## config.mk

```make
export PLATFORM = sky130hd
export DESIGN_NAME = relay_mode_pulse_controller
export DESIGN_NICKNAME = d
export VERILOG_FILES = /design/src/rtl/core/rmpc_pkg.sv /design/src/rtl/core/rmpc_csr.sv /design/src/rtl/core/rmpc_core.sv /design/src/rtl/core/relay_mode_pulse_controller.sv
export VERILOG_INCLUDE_DIRS = /design/src /design/src/rtl/core
export SDC_FILE = /design/constraint.sdc
export NUM_CORES = 1
export LEC_CHECK = 0
export BUFFER_PORTS_ARGS = -buffer_cell sky130_fd_sc_hd__clkbuf_2
export CAP_MARGIN = 25
export CORE_ASPECT_RATIO = 1.2
export CORE_MARGIN = 2
export CORE_UTILIZATION = 56
export CTS_BUF_LIST = sky130_fd_sc_hd__clkbuf_8
export CTS_CLUSTER_DIAMETER = 150
export DETAILED_ROUTE_END_ITERATION = 6
export GPL_ROUTABILITY_DRIVEN = 0
export PLACE_DENSITY = 0.76
export SLEW_MARGIN = 15
export SYNTH_ARGS = -nofsm -noshare
export SYNTH_HDL_FRONTEND = slang
export SYNTH_SLANG_ARGS = --single-unit
export TNS_END_PERCENT = 10
```

## constraint.sdc

```tcl
create_clock -name clock -period 11.9 [get_ports clock]
set_input_delay 1.19 -clock clock [delete_from_list [all_inputs] [get_ports clock]]
set_output_delay 1.19 -clock clock [all_outputs]
set_load 0.01 [all_outputs]
```

## src/rtl/core/relay_mode_pulse_controller_macros.svh

```systemverilog
// ----------------------------------------------------------------------------
// Relay mode pulse controller assertion macros
// Concurrent assertion wrappers that compile to nothing in synthesis.
// ----------------------------------------------------------------------------
`ifndef RELAY_MODE_PULSE_CONTROLLER_MACROS_SVH
`define RELAY_MODE_PULSE_CONTROLLER_MACROS_SVH

`ifndef SYNTHESIS
`define RMPC_ASSERT(label, clk, rst, prop, msg) \
   label: assert property (@(posedge clk) disable iff (rst) prop) else $error(msg);
`define RMPC_ASSERT_ALWAYS(label, clk, prop, msg) \
   label: assert property (@(posedge clk) prop) else $error(msg);
`else
`define RMPC_ASSERT(label, clk, rst, prop, msg)
`define RMPC_ASSERT_ALWAYS(label, clk, prop, msg)
`endif

`endif

```

## src/rtl/core/rmpc_pkg.sv

```systemverilog
// ----------------------------------------------------------------------------
// Relay mode pulse controller package
// Shared widths, register indexes, mode codes and configuration types.
// ----------------------------------------------------------------------------
package rmpc_pkg;

   localparam int POS_W    = 16;
   localparam int VOL_W    = 32;
   localparam int CNT_W    = 13;
   localparam int CNT_MAX  = (1 << CNT_W) - 1;
   localparam int MODE_W   = 3;
   localparam int MASK_W   = 5;
   localparam int CSR_IDX_W = 3;
   localparam int CSR_DATA_W = 32;
   localparam int NUM_POS  = 5;
   localparam int FILL_IDX = 4;

   localparam int DEF_POSITION_BITS     = 16;
   localparam int DEF_SHORT_PULSE_TICKS = 10;
   localparam int DEF_LONG_PULSE_TICKS  = 6000;

   typedef enum logic [CSR_IDX_W-1:0] {
      CSR_MODE     = 3'd0,
      CSR_SERVICE  = 3'd1,
      CSR_FORWARD  = 3'd2,
      CSR_BACKWASH = 3'd3,
      CSR_BRINING  = 3'd4,
      CSR_FILLING  = 3'd5,
      CSR_MASK     = 3'd6,
      CSR_WEIGHT   = 3'd7
   } csr_index_type;

   typedef enum logic [MODE_W-1:0] {
      MODE_HOLD     = 3'd0,
      MODE_HALT     = 3'd1,
      MODE_WASH     = 3'd2,
      MODE_VOLUME   = 3'd3,
      MODE_NEIGHBOR = 3'd4
   } mode_type;

   typedef struct packed {
      logic [MODE_W-1:0]               mode;
      logic [NUM_POS-1:0][POS_W-1:0]   positions;
      logic [MASK_W-1:0]               enable_mask;
      logic [VOL_W-1:0]                impulse_weight;
   } cfg_type;

   typedef struct packed {
      logic             process_running;
      logic [POS_W-1:0] step_position;
      logic [VOL_W-1:0] water_volume;
      logic [POS_W-1:0] piston_position;
      logic             piston_arrived;
      logic             softening_task;
   } tick_type;

   typedef struct packed {
      logic             relay_on;
      logic [CNT_W-1:0] ticks_left;
   } result_type;

endpackage

```

## src/rtl/core/rmpc_csr.sv

```systemverilog
// ----------------------------------------------------------------------------
// Relay mode pulse controller configuration registers
// Holds the mode, step positions, enable mask and impulse weight.
// ----------------------------------------------------------------------------
module rmpc_csr (
   input  logic                              clock,
   input  logic                              reset,
   input  logic                              csr_write_en,
   input  logic [rmpc_pkg::CSR_IDX_W-1:0]    csr_index,
   input  logic [rmpc_pkg::CSR_DATA_W-1:0]   csr_wdata,
   output rmpc_pkg::cfg_type                 cfg,
   output logic                              mode_write
);
   import rmpc_pkg::*;

   localparam cfg_type CFG_RESET = '{
      mode:           MODE_HALT,
      positions:      '0,
      enable_mask:    '0,
      impulse_weight: '0
   };

   cfg_type cfg_ff;
   cfg_type cfg_in;

   always_comb begin
      cfg_in = cfg_ff;
      if (csr_write_en) begin
         unique case (csr_index)
            CSR_MODE:     cfg_in.mode = csr_wdata[MODE_W-1:0];
            CSR_SERVICE:  cfg_in.positions[0] = csr_wdata[POS_W-1:0];
            CSR_FORWARD:  cfg_in.positions[1] = csr_wdata[POS_W-1:0];
            CSR_BACKWASH: cfg_in.positions[2] = csr_wdata[POS_W-1:0];
            CSR_BRINING:  cfg_in.positions[3] = csr_wdata[POS_W-1:0];
            CSR_FILLING:  cfg_in.positions[FILL_IDX] = csr_wdata[POS_W-1:0];
            CSR_MASK:     cfg_in.enable_mask = csr_wdata[MASK_W-1:0];
            CSR_WEIGHT:   cfg_in.impulse_weight = csr_wdata[VOL_W-1:0];
            default: ;
         endcase
      end
   end

   always_ff @(posedge clock) begin
      if (reset) begin
         cfg_ff <= CFG_RESET;
      end else begin
         cfg_ff <= cfg_in;
      end
   end

   assign cfg        = cfg_ff;
   assign mode_write = csr_write_en && (csr_index == CSR_MODE);

endmodule

```

## src/rtl/core/rmpc_core.sv

```systemverilog
// ----------------------------------------------------------------------------
// Relay mode pulse controller step logic
// Relay and pulse state with the per-tick mode update.
// ----------------------------------------------------------------------------
`include "relay_mode_pulse_controller_macros.svh"

module rmpc_core #(
   parameter int POSITION_BITS     = rmpc_pkg::DEF_POSITION_BITS,
   parameter int SHORT_PULSE_TICKS = rmpc_pkg::DEF_SHORT_PULSE_TICKS,
   parameter int LONG_PULSE_TICKS  = rmpc_pkg::DEF_LONG_PULSE_TICKS
) (
   input  logic                 clock,
   input  logic                 reset,
   input  rmpc_pkg::cfg_type    cfg,
   input  logic                 mode_write,
   input  logic                 step_en,
   input  rmpc_pkg::tick_type   tick,
   output rmpc_pkg::result_type result
);
   import rmpc_pkg::*;

   localparam int CMP_BITS = (POSITION_BITS < POS_W) ? POSITION_BITS : POS_W;
   localparam int SHORT_SAT = (SHORT_PULSE_TICKS > CNT_MAX) ? CNT_MAX : SHORT_PULSE_TICKS;
   localparam int LONG_SAT  = (LONG_PULSE_TICKS > CNT_MAX) ? CNT_MAX : LONG_PULSE_TICKS;
   localparam logic [CNT_W-1:0] SHORT_LOAD = CNT_W'(SHORT_SAT);
   localparam logic [CNT_W-1:0] LONG_LOAD  = CNT_W'(LONG_SAT);
   localparam logic [CNT_W-1:0] LOAD_MAX   = (SHORT_LOAD > LONG_LOAD) ? SHORT_LOAD : LONG_LOAD;

   logic                relay_ff,   relay_in;
   logic [CNT_W-1:0]    count_ff,   count_in;
   logic                pending_ff, pending_in;
   logic                reload_ff,  reload_in;
   logic [VOL_W-1:0]    vbase_ff,   vbase_in;
   logic                running_ff, running_in;
   logic [CMP_BITS-1:0] piston_ff,  piston_in;

   always_comb begin
      logic [VOL_W-1:0]    vbase;
      logic                was_running;
      logic [CMP_BITS-1:0] last_piston;
      logic [CMP_BITS-1:0] step_pos;
      logic [CMP_BITS-1:0] piston_pos;
      logic [CMP_BITS-1:0] fill_pos;
      logic [VOL_W-1:0]    increase;
      logic                match;
      logic                update_status;
      logic                pulse_done;

      vbase       = reload_ff ? tick.water_volume : vbase_ff;
      was_running = reload_ff ? tick.process_running : running_ff;
      last_piston = reload_ff ? tick.piston_position[CMP_BITS-1:0] : piston_ff;
      step_pos    = tick.step_position[CMP_BITS-1:0];
      piston_pos  = tick.piston_position[CMP_BITS-1:0];
      fill_pos    = cfg.positions[FILL_IDX][CMP_BITS-1:0];
      increase    = tick.water_volume - vbase;
      update_status = 1'b1;
      pulse_done  = 1'b0;
      match       = 1'b0;
      for (int i = 0; i < NUM_POS; i++) begin
         if (cfg.enable_mask[i] && (step_pos == cfg.positions[i][CMP_BITS-1:0])) begin
            match = 1'b1;
         end
      end

      relay_in   = relay_ff;
      count_in   = count_ff;
      pending_in = pending_ff;
      vbase_in   = vbase;
      piston_in  = last_piston;

      unique case (cfg.mode)
         MODE_HOLD: ;
         MODE_HALT: relay_in = 1'b0;
         MODE_WASH: relay_in = tick.process_running && match;
         MODE_VOLUME: begin
            if (tick.process_running) begin
               relay_in = 1'b0;
            end else begin
               if (relay_ff) begin
                  if (count_ff != '0) begin
                     count_in = count_ff - 1'b1;
                  end else begin
                     relay_in      = 1'b0;
                     update_status = 1'b0;
                     pulse_done    = 1'b1;
                  end
               end
               if (!pulse_done && (increase > cfg.impulse_weight)) begin
                  relay_in = 1'b1;
                  count_in = SHORT_LOAD;
                  vbase_in = tick.water_volume;
               end
            end
         end
         MODE_NEIGHBOR: begin
            if (tick.softening_task) begin
               if (tick.piston_arrived && (piston_pos == fill_pos) &&
                   (last_piston != fill_pos)) begin
                  pending_in = 1'b1;
               end
               piston_in = piston_pos;
            end else if (!tick.process_running && was_running) begin
               pending_in = 1'b1;
            end
            if (pending_in && !relay_ff) begin
               count_in = LONG_LOAD;
               relay_in = 1'b1;
            end else if (count_ff != '0) begin
               count_in = count_ff - 1'b1;
            end else begin
               pending_in = 1'b0;
               relay_in   = 1'b0;
            end
         end
         default: ;
      endcase

      running_in = update_status ? tick.process_running : was_running;
      reload_in  = 1'b0;
   end

   always_ff @(posedge clock) begin
      if (reset) begin
         relay_ff   <= 1'b0;
         count_ff   <= '0;
         pending_ff <= 1'b0;
         reload_ff  <= 1'b1;
      end else if (mode_write) begin
         relay_ff   <= 1'b0;
         pending_ff <= 1'b0;
         reload_ff  <= 1'b1;
      end else if (step_en) begin
         relay_ff   <= relay_in;
         count_ff   <= count_in;
         pending_ff <= pending_in;
         reload_ff  <= reload_in;
      end
   end

   always_ff @(posedge clock) begin
      if (step_en && !mode_write) begin
         vbase_ff   <= vbase_in;
         running_ff <= running_in;
         piston_ff  <= piston_in;
      end
   end

   assign result.relay_on   = relay_in;
   assign result.ticks_left = count_in;

   `RMPC_ASSERT(a_mode_write_relay_off, clock, reset, mode_write |=> !relay_ff, "relay on after mode write")
   `RMPC_ASSERT(a_count_bound, clock, reset, count_ff <= LOAD_MAX, "pulse counter above load value")
   `RMPC_ASSERT(a_halt_off, clock, reset, (step_en && !mode_write && cfg.mode == MODE_HALT) |=> !relay_ff, "relay on in halt mode")

endmodule

```

## src/rtl/core/relay_mode_pulse_controller.sv

```systemverilog
// ----------------------------------------------------------------------------
// Relay mode pulse controller
// Drives one relay from control ticks in one of five modes.
// ----------------------------------------------------------------------------
// Each request transaction carries one control tick with the process status;
// each produces exactly one response transaction with the relay level and the
// remaining pulse count after that tick. Both channels use valid and stall.
// A tick is captured in an input register, processed by combinational step
// logic and written to a result register, from which the response is sent.
// One tick is accepted every cycle unless the receiver stalls; the state
// registers update together with the result register, so each tick sees the
// state left by the previous one. When the receiver stalls, the result register
// holds, the input register fills and then the request side stalls.
// The user must write configuration via the csr port only while no transaction
// is in flight; the block does not enforce it. Reset sets halt mode, relay off,
// pulse counter cleared and baselines to reload from the first tick; a mode
// write does the same but keeps the counter and sets the written mode.
// ----------------------------------------------------------------------------
module relay_mode_pulse_controller #(
   parameter int POSITION_BITS     = rmpc_pkg::DEF_POSITION_BITS,
   parameter int SHORT_PULSE_TICKS = rmpc_pkg::DEF_SHORT_PULSE_TICKS,
   parameter int LONG_PULSE_TICKS  = rmpc_pkg::DEF_LONG_PULSE_TICKS
) (
   input  logic                             clock,
   input  logic                             reset,
   input  logic                             req_valid,
   output logic                             req_stall,
   input  logic                             req_process_running,
   input  logic [rmpc_pkg::POS_W-1:0]       req_step_position,
   input  logic [rmpc_pkg::VOL_W-1:0]       req_water_volume,
   input  logic [rmpc_pkg::POS_W-1:0]       req_piston_position,
   input  logic                             req_piston_arrived,
   input  logic                             req_softening_task,
   output logic                             rsp_valid,
   input  logic                             rsp_stall,
   output logic                             rsp_relay_on,
   output logic [rmpc_pkg::CNT_W-1:0]       rsp_ticks_left,
   input  logic                             csr_write_en,
   input  logic [rmpc_pkg::CSR_IDX_W-1:0]   csr_index,
   input  logic [rmpc_pkg::CSR_DATA_W-1:0]  csr_wdata
);
   import rmpc_pkg::*;

   cfg_type    cfg;
   logic       mode_write;
   tick_type   tick_ff;
   logic       in_valid_ff, in_valid_in;
   logic       out_valid_ff, out_valid_in;
   result_type result;
   result_type result_ff;
   logic       advance;
   logic       accept;

   assign advance   = in_valid_ff && (!out_valid_ff || !rsp_stall);
   assign req_stall = in_valid_ff && !advance;
   assign accept    = req_valid && !req_stall;

   assign in_valid_in  = accept || (in_valid_ff && !advance);
   assign out_valid_in = advance || (out_valid_ff && rsp_stall);

   always_ff @(posedge clock) begin
      if (reset) begin
         in_valid_ff  <= 1'b0;
         out_valid_ff <= 1'b0;
      end else begin
         in_valid_ff  <= in_valid_in;
         out_valid_ff <= out_valid_in;
      end
   end

   always_ff @(posedge clock) begin
      if (accept) begin
         tick_ff.process_running <= req_process_running;
         tick_ff.step_position   <= req_step_position;
         tick_ff.water_volume    <= req_water_volume;
         tick_ff.piston_position <= req_piston_position;
         tick_ff.piston_arrived  <= req_piston_arrived;
         tick_ff.softening_task  <= req_softening_task;
      end
      if (advance) begin
         result_ff <= result;
      end
   end

   rmpc_csr u_csr (
      .clock        (clock),
      .reset        (reset),
      .csr_write_en (csr_write_en),
      .csr_index    (csr_index),
      .csr_wdata    (csr_wdata),
      .cfg          (cfg),
      .mode_write   (mode_write)
   );

   rmpc_core #(
      .POSITION_BITS     (POSITION_BITS),
      .SHORT_PULSE_TICKS (SHORT_PULSE_TICKS),
      .LONG_PULSE_TICKS  (LONG_PULSE_TICKS)
   ) u_core (
      .clock      (clock),
      .reset      (reset),
      .cfg        (cfg),
      .mode_write (mode_write),
      .step_en    (advance),
      .tick       (tick_ff),
      .result     (result)
   );

   assign rsp_valid      = out_valid_ff;
   assign rsp_relay_on   = result_ff.relay_on;
   assign rsp_ticks_left = result_ff.ticks_left;

endmodule
```

# Word level (Yosys, flattened, before mapping)

Cells that the tools add are included.
W data, S select, Z words.

Bits in registers: 268
Input port bits: 107
Output and inout bits: 16

Add/subtract/negate cells: 2
$lt $le $gt $ge: 1
Equality and inequality tests: 18
Muxes and demuxes: 40
Bitwise logic cells: 1
Reductions and logical operators: 41

Operator list:

| kind                    | count |
|---|---|
| $mux W32                | 4 |
| $eq A16 B16 Y1          | 6 |
| $mux W13                | 5 |
| $mux W16                | 3 |
| $gt A32 B32 Y1          | 1 |
| $sub A32 B32 Y32        | 1 |
| $mux W1                 | 26 |
| $pmux W13 S2            | 1 |
| $reduce_and A2 Y1       | 10 |
| $logic_and A1 B1 Y1     | 17 |
| $ne A16 B16 Y1          | 1 |
| $eq A3 B3 Y1 const B    | 5 |
| $reduce_bool A13 Y1     | 1 |
| $sub A13 B1 Y13 const B | 1 |
| $eq A3 B2 Y1 const B    | 4 |
| $logic_not A1 Y1        | 8 |
| $eq A3 B1 Y1 const B    | 2 |
| $pmux W1 S4             | 1 |
| $logic_not A3 Y1        | 1 |
| $logic_or A1 B1 Y1      | 3 |
| $reduce_or A2 Y1        | 1 |
| $not A1 Y1              | 1 |

# Longest topological paths before layout

Gate-level depths: netlist of the first run.

Depth in word-level cells: 10
Mapped depth: 28
Depth with buffers taken out: 25

# By module

From an unflattened synthesis of the first run, not the netlist that was laid out.

Cell total of the unflattened synthesis: 1427
Area total of the unflattened synthesis: 14988.1 um^2

By module, submodules not included:

| module                      | instances | cells an instance | area each (um^2) | seq. area each (um^2) |
|---|---|---|---|---|
| rmpc_core                   | 1         | 897               | 7603.5           | 1791.7 |
| rmpc_csr                    | 1         | 439               | 4865.9           | 2402.3 |
| relay_mode_pulse_controller | 1         | 91                | 2518.7           | 2472.4 |

# Worst setup path after synthesis of the first run

OpenSTA, ideal clock, no wires.

Kind: reg2reg
Start: register u_core.reload_ff
End: register u_core.vbase_ff[10] (data pin)
Data arrival time: 5934 ps
Required time: 11630 ps
Slack: 5695 ps
Cell stages (with the launch flop): 27
Buffers on the path: 5
Period minus slack after synthesis: 6205 ps
Cell sequence: dfxtp_1 -> buf_6 -> buf_2 -> buf_1 -> mux2i_1 -> fa_1 -> a21oi_1 -> o221ai_1 -> a21oi_1 -> o21ai_0 -> a31o_2 -> a221oi_1 -> nand3_1 -> a31oi_1 -> o21ai_0 -> xor2_1 -> ha_1 -> nand4_1 -> nor4_1 -> o21ai_0 -> a31oi_1 -> nor2_1 -> or4_1 -> clkbuf_1 -> clkbuf_1 -> nor2_1 -> a21oi_1

Longest elaborated chain between the ends: 7

Ends and longest elaborated chain:

| what                          | line             | RTL |
|---|---|---|
| start, declared               | rmpc_core.sv:32  | `logic reload_ff, reload_in;` |
| start signal, assigned        | rmpc_core.sv:136 | `reload_ff <= reload_in;` |
| $mux W32 (*)                  | rmpc_core.sv:49  | `vbase = reload_ff ? tick.water_volume : vbase_ff;` |
| $sub A32 B32 Y32              | rmpc_core.sv:55  | `increase = tick.water_volume - vbase;` |
| $gt A32 B32 Y1                | rmpc_core.sv:88  | `if (!pulse_done && (increase > cfg.impulse_weight)) begin` |
| $logic_and A1 B1 Y1           | rmpc_core.sv:88  |  |
| $mux W32                      | rmpc_core.sv:88  |  |
| $mux W32                      | rmpc_core.sv:76  | `if (tick.process_running) begin` |
| $mux W32 (*)                  | rmpc_core.sv:71  | `unique case (cfg.mode)` |
| named net u_core.vbase_in[10] | rmpc_core.sv:33  | `logic [VOL_W-1:0] vbase_ff, vbase_in;` |
| end signal, assigned          | rmpc_core.sv:142 | `vbase_ff <= vbase_in;` |
| end, declared                 | rmpc_core.sv:33  |  |

Mark *: on every way through the listed nets, which the timed path passes. The rest lies on a longest branch.
A chain may end at the register's enable or synchronous reset.

# Final worst setup path of the first run

Start: register u_core.reload_ff
End: register u_core.vbase_ff[31] (data pin)

The elaborated chain is that of the path after synthesis.

==> impl_metrics.tcl, run 1 <==
set metrics [dict create \
    status "finished clean" \
    synth_common_cells "nand2_1 (280), a21oi_1 (192), dfxtp_1 (138)" \
    syn_area_per_cell_um2 9.28 \
    ant_nets 0 \
    htree_levels 2 \
    cts.clk_slew.worst_paths_ns 0.06 \
    setup_viol 0 \
    holdWs_ns 0.453 \
    antenna_cells 0 \
    clock_latency_ns 0.58 \
    synth_area_leaders "edfxtp_1 (27%), dfxtp_1 (19%), xnor2_1 (7.6%), nand2_1 (7.4%), a21oi_1 (6.7%)" \
    leakage_nw 6.17 \
    drive_above_1_share 0.138 \
    ioPinCount 123 \
    worst-setup-path-type "flop to flop" \
    placed_area_um2 15000 \
    switching_share 0.279 \
    synth_nets 1708 \
    viasPerCell 5.66 \
    power_frac_clock 0.369 \
    p_switching_uw 630 \
    final_cells 1996 \
    max_freq_mhz 131 \
    cts_setup_buffers 0 \
    cts_tree "yes" \
    synth_cell_type_count 65 \
    relSlewSlack 0.388 \
    avgRoutedWirePerCell_um 17.3 \
    drv_cap 0 \
    fin_crit_sh 0.640 \
    synth-edff-count 130 \
    hold_viol_final 0 \
    ctsRootBufferMaster "clkbuf_8" \
    port_buffers 122 \
    clk_path_buf_depth 3 \
    dr_total_vias 11301 \
    netlist_area_um2 14200 \
    fp-row-count 63 \
    skew_ns 0.0226 \
    wl_mm 34.6 \
    synth_seq_cells 268 \
    start_kind "flop" \
    die_w_um 150 \
    drtIter0Drc 771 \
    end_kind "flop" \
    cts_buffers 45 \
    grt_max_degree 81 \
    synth_cells 1534 \
    post_cts_resized 0 \
    overflow 0 \
    design_area_um2 16000 \
    start_util 0.573 \
    yosysMostFrequentCell "nand2_1" \
    intPower_mw 1.63 \
    dp_hpwl_mm 24.1 \
    worst_pin_slew_ns 0.918 \
    p_seq_frac 0.464 \
    chipHeight_um 179 \
    dieArea_um2 26700 \
    finalPower_mw 2.26 \
    seq_area_frac_synth 0.468 \
    firstDrtPassIters 5 \
    power.density_nw_per_um2 141 \
    cp_max_fo 50 \
    pwr-share-comb 0.166 \
    dpl.cell_count 1911 \
    arrival_ns 7.94 \
    synth_ff_type "dfxtp_1" \
    rsz0062_at_grt "no" \
    grtUsageTotal 0.263 \
    area_delta_synth_final_pct 12.1 \
    required_ns 12.23 \
    antenna_found_initial 0 \
    synthArstFlopShare 0 \
    period_needed_ns 7.61 \
    ir_worst_vdd_uv 99.4 \
    layout.nets 1809 \
    grt_pass1_vias 11192 \
    setup_tns_ns 0 \
    core-area_um2 24800 \
    route.detailed.drc 0 \
    cts_sinks 268 \
    yosys_warnings 0 \
    hold_path_class "flop to flop" \
    netlist.area_leader.share 0.274 \
    maxSlewViolCount 0 \
    cts_hold_buf 0 \
    synth_top_area_cell "edfxtp_1" \
    grt_pass1_wl_mm 55.6 \
]
[kinds of logic (layout without fill, tap and decap cells)]
logic type,after synthesis,after routing,synth area share
flops,268,268,0.468
compound gates,321,321,0.131
mux,72,72,0.0522
xor+xnor,149,149,0.0916
simple gates,526,526,0.161
fa+ha+maj,67,67,0.0594
buf+inv,131,268,0.0366
[metal layers]
layer	global-route usage	wire length, um	vias to the layer above
li1	-	-	5575
met1	0.324	14300	5252
met2	0.452	16800	368
met3	0.0402	1990	106
met4	0.121	1520	0
met5	0	0	-
[critical path, stage by stage, from the launching register on]
cell and delay (ns):
dfxtp_2 0.68, buf_4 0.55, mux2_2 0.27, ha_1 0.15, inv_1 0.05, fa_1 0.40
a21oi_1 0.20, o221ai_1 0.22, a21oi_1 0.26, o21ai_0 0.21, a31o_2 0.33, a221oi_1 0.40
nand3_1 0.13, a31oi_1 0.27, o21ai_0 0.18, xor2_1 0.17, ha_1 0.31, nand4_1 0.15
nor4_1 0.39, o21ai_0 0.15, a31oi_1 0.28, nor2_1 0.16, or4_2 0.84, buf_12 0.27
a31o_2 0.26
[layout by cell type (no fill, tap or decap), drive strengths merged, types with 38 or more instances in the layout]
cell and n:
a21oi 194, clkbuf 174, dfxtp 138, edfxtp 130, ha 66, inv 72
mux2i 54, nand2 280, nor2 108, o21ai 38, xnor2 124
[final timing paths]
path,start,endpoint,slack [ns],cells past startpoint
worst max-delay path,u_core.reload_ff,u_core.vbase_ff[31],4.29,24
worst min register to register,u_csr.cfg[10],u_csr.cfg[10],0.45,2
worst min-delay path,u_csr.cfg[10],u_csr.cfg[10],0.45,2
worst max register to register,u_core.reload_ff,u_core.vbase_ff[31],4.29,24
[cell type report]
| cell class | count | area [um^2] |
|---|---|---|
| fillers | 2085 | 8860 |
| multi-input cells | 1135 | 7060 |
| flip-flops and latches | 268 | 6670 |
| clock buffers | 53 | 729 |
| repair buffers | 134 | 719 |
| well taps | 325 | 407 |
| clock inverters | 30 | 191 |
| inverters | 51 | 191 |
[state kept, by name, summed over array words and instances (netlist names)]
name / count
u_core.vbase_ff: 32
rsp_relay_on: 1
in_valid_ff: 1
u_core.relay_ff: 1
rsp_ticks_left: 13
rsp_valid: 1
tick_ff: 67
u_core.reload_ff: 1
u_core.running_ff: 1
u_core.count_ff: 13
u_core.piston_ff: 16
u_csr.cfg: 120
u_core.pending_ff: 1
[power groups by stage]
| stage | Clock, mW | Combinational [mW] | Sequential, mW |
|---|---|---|---|
| after global placement | 0 | 0.360 | 1.07 |
| after global routing | 0.883 | 0.423 | 1.05 |
| final | 0.833 | 0.375 | 1.05 |
| after CTS | 0.845 | 0.374 | 1.05 |
| after floorplan | 0 | 0.287 | 1.05 |
| after detailed placement | 0 | 0.370 | 1.07 |
[through the flow]
stage / setup WS, ns / util
4_1_cts: 4.06 / 0.642
6_report: 4.29 / 0.643
3_3_place_gp: 4.34 / 0.604
5_1_grt: 3.74 / 0.643
3_5_place_dp: 4.07 / 0.605
2_1_floorplan: 5.70 / -
(Power assumes the default switching activity.)
==> run 2: changes to the inputs <==
==> constraint.sdc (replaced) <==
create_clock -name clock -period 7.73 [get_ports clock]
set_input_delay 0.773 -clock clock [delete_from_list [all_inputs] [get_ports clock]]
set_output_delay 0.773 -clock clock [all_outputs]
set_load 0.01 [all_outputs]
==> run 2 against run 1 <==
Net effect:
- die area is the same
- cell area shrank 0.11%
- wire length grew 2.2%
- global-route usage grew 0.065 points
- largest power group unchanged
- worst hold slack lost 0.075 ns
- first-iteration DRC count grew 14%
- non-clock buffer count grew 2
- highest routed layer unchanged
- clock skew grew 0.0025 ns
==> impl_metrics.tcl, run 2 (synthesis gave the netlist of run 1 again) <==
set metrics [dict create \
    area_delta_synth_final_pct 12.0 \
    htree_levels 2 \
    route.detailed.drc 0 \
    holdWs_ns 0.379 \
    end_kind "flop" \
    rsz0062_at_grt "no" \
    antenna_cells 0 \
    setup_tns_ns 0 \
    ctsRootBufferMaster "clkbuf_8" \
    final_cells 1998 \
    arrival_ns 7.18 \
    crit_path_top_delay_cell "or4_2" \
    dp_slack_ns 0.662 \
    dr_total_vias 11495 \
    period_needed_ns 6.89 \
    grt_pass1_vias 11032 \
    port_buffers 122 \
    antenna_found_initial 0 \
    post_cts_resized 0 \
    clk_path_buf_depth 3 \
    max_stage_delay_ns 0.87 \
    fin_ws_ns 0.843 \
    overflow 0 \
    fp-row-count 63 \
    hold_path_class "input port to flop" \
    ioPinCount 123 \
    cts_tree "yes" \
    drv_cap 0 \
    cp_max_fo 46 \
    maxSlewViolCount 0 \
    drtIter0Drc 882 \
    avgRoutedWirePerCell_um 17.7 \
    worst_pin_slew_ns 0.971 \
    drive_above_1_share 0.136 \
    viasPerCell 5.75 \
    status "finished clean" \
    intPower_mw 2.45 \
    required_ns 8.02 \
    switching_share 0.283 \
    path_cells "buf_4 -> mux2i_1 -> fa_1 -> a21oi_1 -> o221ai_1 -> a21oi_1 -> o21ai_0 -> a31o_2 -> a221oi_1 -> nand3_1 -> a31oi_1 -> o21ai_0 -> xor2_1 -> ha_1 -> nand4_1 -> nor4_1 -> o21ai_0 -> a31oi_1 -> nor2_1 -> or4_2 -> buf_12 -> nor2_1 -> a21oi_1" \
    setup_viol 0 \
    dpl.cell_count 1911 \
    dieArea_um2 26700 \
    largest_reg_flops 120 \
    leakage_nw 6.18 \
    p_switching_uw 965 \
    cts_hold_buf 0 \
    nFillCells 2073 \
    wl_mm 35.4 \
    die_w_um 150 \
    ir_worst_vdd_uv 159 \
    start_util 0.573 \
    grtUsageTotal 0.263 \
    design_area_um2 16000 \
    skew_ns 0.0251 \
    hold_viol_final 0 \
    core-area_um2 24800 \
    grt_max_degree 101 \
    power.density_nw_per_um2 214 \
    cts_sinks 268 \
    fin_crit_sh 0.891 \
    cts_buffers 45 \
    cts_setup_buffers 0 \
    grt_pass1_wl_mm 55.9 \
    layout.nets 1811 \
    firstDrtPassIters 6 \
    placed_area_um2 15000 \
    p_seq_frac 0.472 \
    clock_latency_ns 0.57 \
    dp_hpwl_mm 24.7 \
    power_frac_clock 0.355 \
    ant_nets 0 \
    pwr-share-comb 0.173 \
    chipHeight_um 179 \
    relSlewSlack 0.352 \
    cts.clk_slew.worst_paths_ns 0.06 \
    start_kind "flop" \
    max_freq_mhz 145 \
    layout_common_cells "nand2_1 (280), a21oi_1 (192), dfxtp_1 (137), edfxtp_1 (130), xnor2_1 (124)" \
    final_common_cell "nand2_1" \
    worst-setup-path-type "flop to flop" \
]
run 2: cell types whose count changed in the layout (fill, tap and decap cells not counted), moves of 2 or more:
cell        previous run  this run
clkbuf_8              53        51
inv_1                 69        71
clkinv_1               2         4
clkinvlp_4             3         1
run 2: stage by stage:
step,util,power [mW]
2_1_floorplan,-,2.05
3_3_place_gp,0.604,2.20
3_5_place_dp,0.605,2.22
4_1_cts,0.640,3.43
5_1_grt,0.642,3.57
6_report,0.642,3.41
run 2: area by class of cell:
class	count	area, um^2	area share
Sequential cell	268	6670	0.418
Clock buffer	51	702	0.0440
Multi-Input combinational cell	1135	7060	0.443
Clock inverter	32	166	0.0104
Timing Repair Buffer	136	754	0.0473
Inverter	51	191	0.0120
Tap cell	325	407	0.0255
run 2: final timing paths:
kind	from	to	slack, ns	cells after the start
min	req_piston_position[13]	tick_ff[15]	0.38	1
max reg2reg	u_core.reload_ff	u_core.vbase_ff[19]	0.84	23
max	u_core.reload_ff	u_core.vbase_ff[19]	0.84	23
min reg2reg	u_csr.cfg[25]	u_csr.cfg[25]	0.45	2
run 2: per-layer routing:
layer  vias to the layer above  track usage  routed length (um)
li1                       5573            -                   -
met1                      5402        0.334               14500
met2                       426        0.447               17200
met3                        94       0.0445                2360
met4                         0        0.105                1320
met5                         -            0                   0
run 2: power groups by stage:
stage	Combinational [mW]	Sequential [mW]	Clock (mW)
3_5_place_dp	0.580	1.64	0
3_3_place_gp	0.562	1.64	0
5_1_grt	0.661	1.62	1.30
4_1_cts	0.585	1.61	1.24
2_1_floorplan	0.442	1.61	0
6_report	0.592	1.61	1.21
run 2: critical path: cells and delay by family, from the launching register on:
kind	cells	cell delay [ns]
AOI/OAI and AO/OA	11	2.52
xor gates and xnor gates	1	0.16
adders and majority gates	2	0.76
buffers and inverters	2	0.70
DFF	1	0.43
muxes	1	0.22
and+or+nand+nor	6	1.82
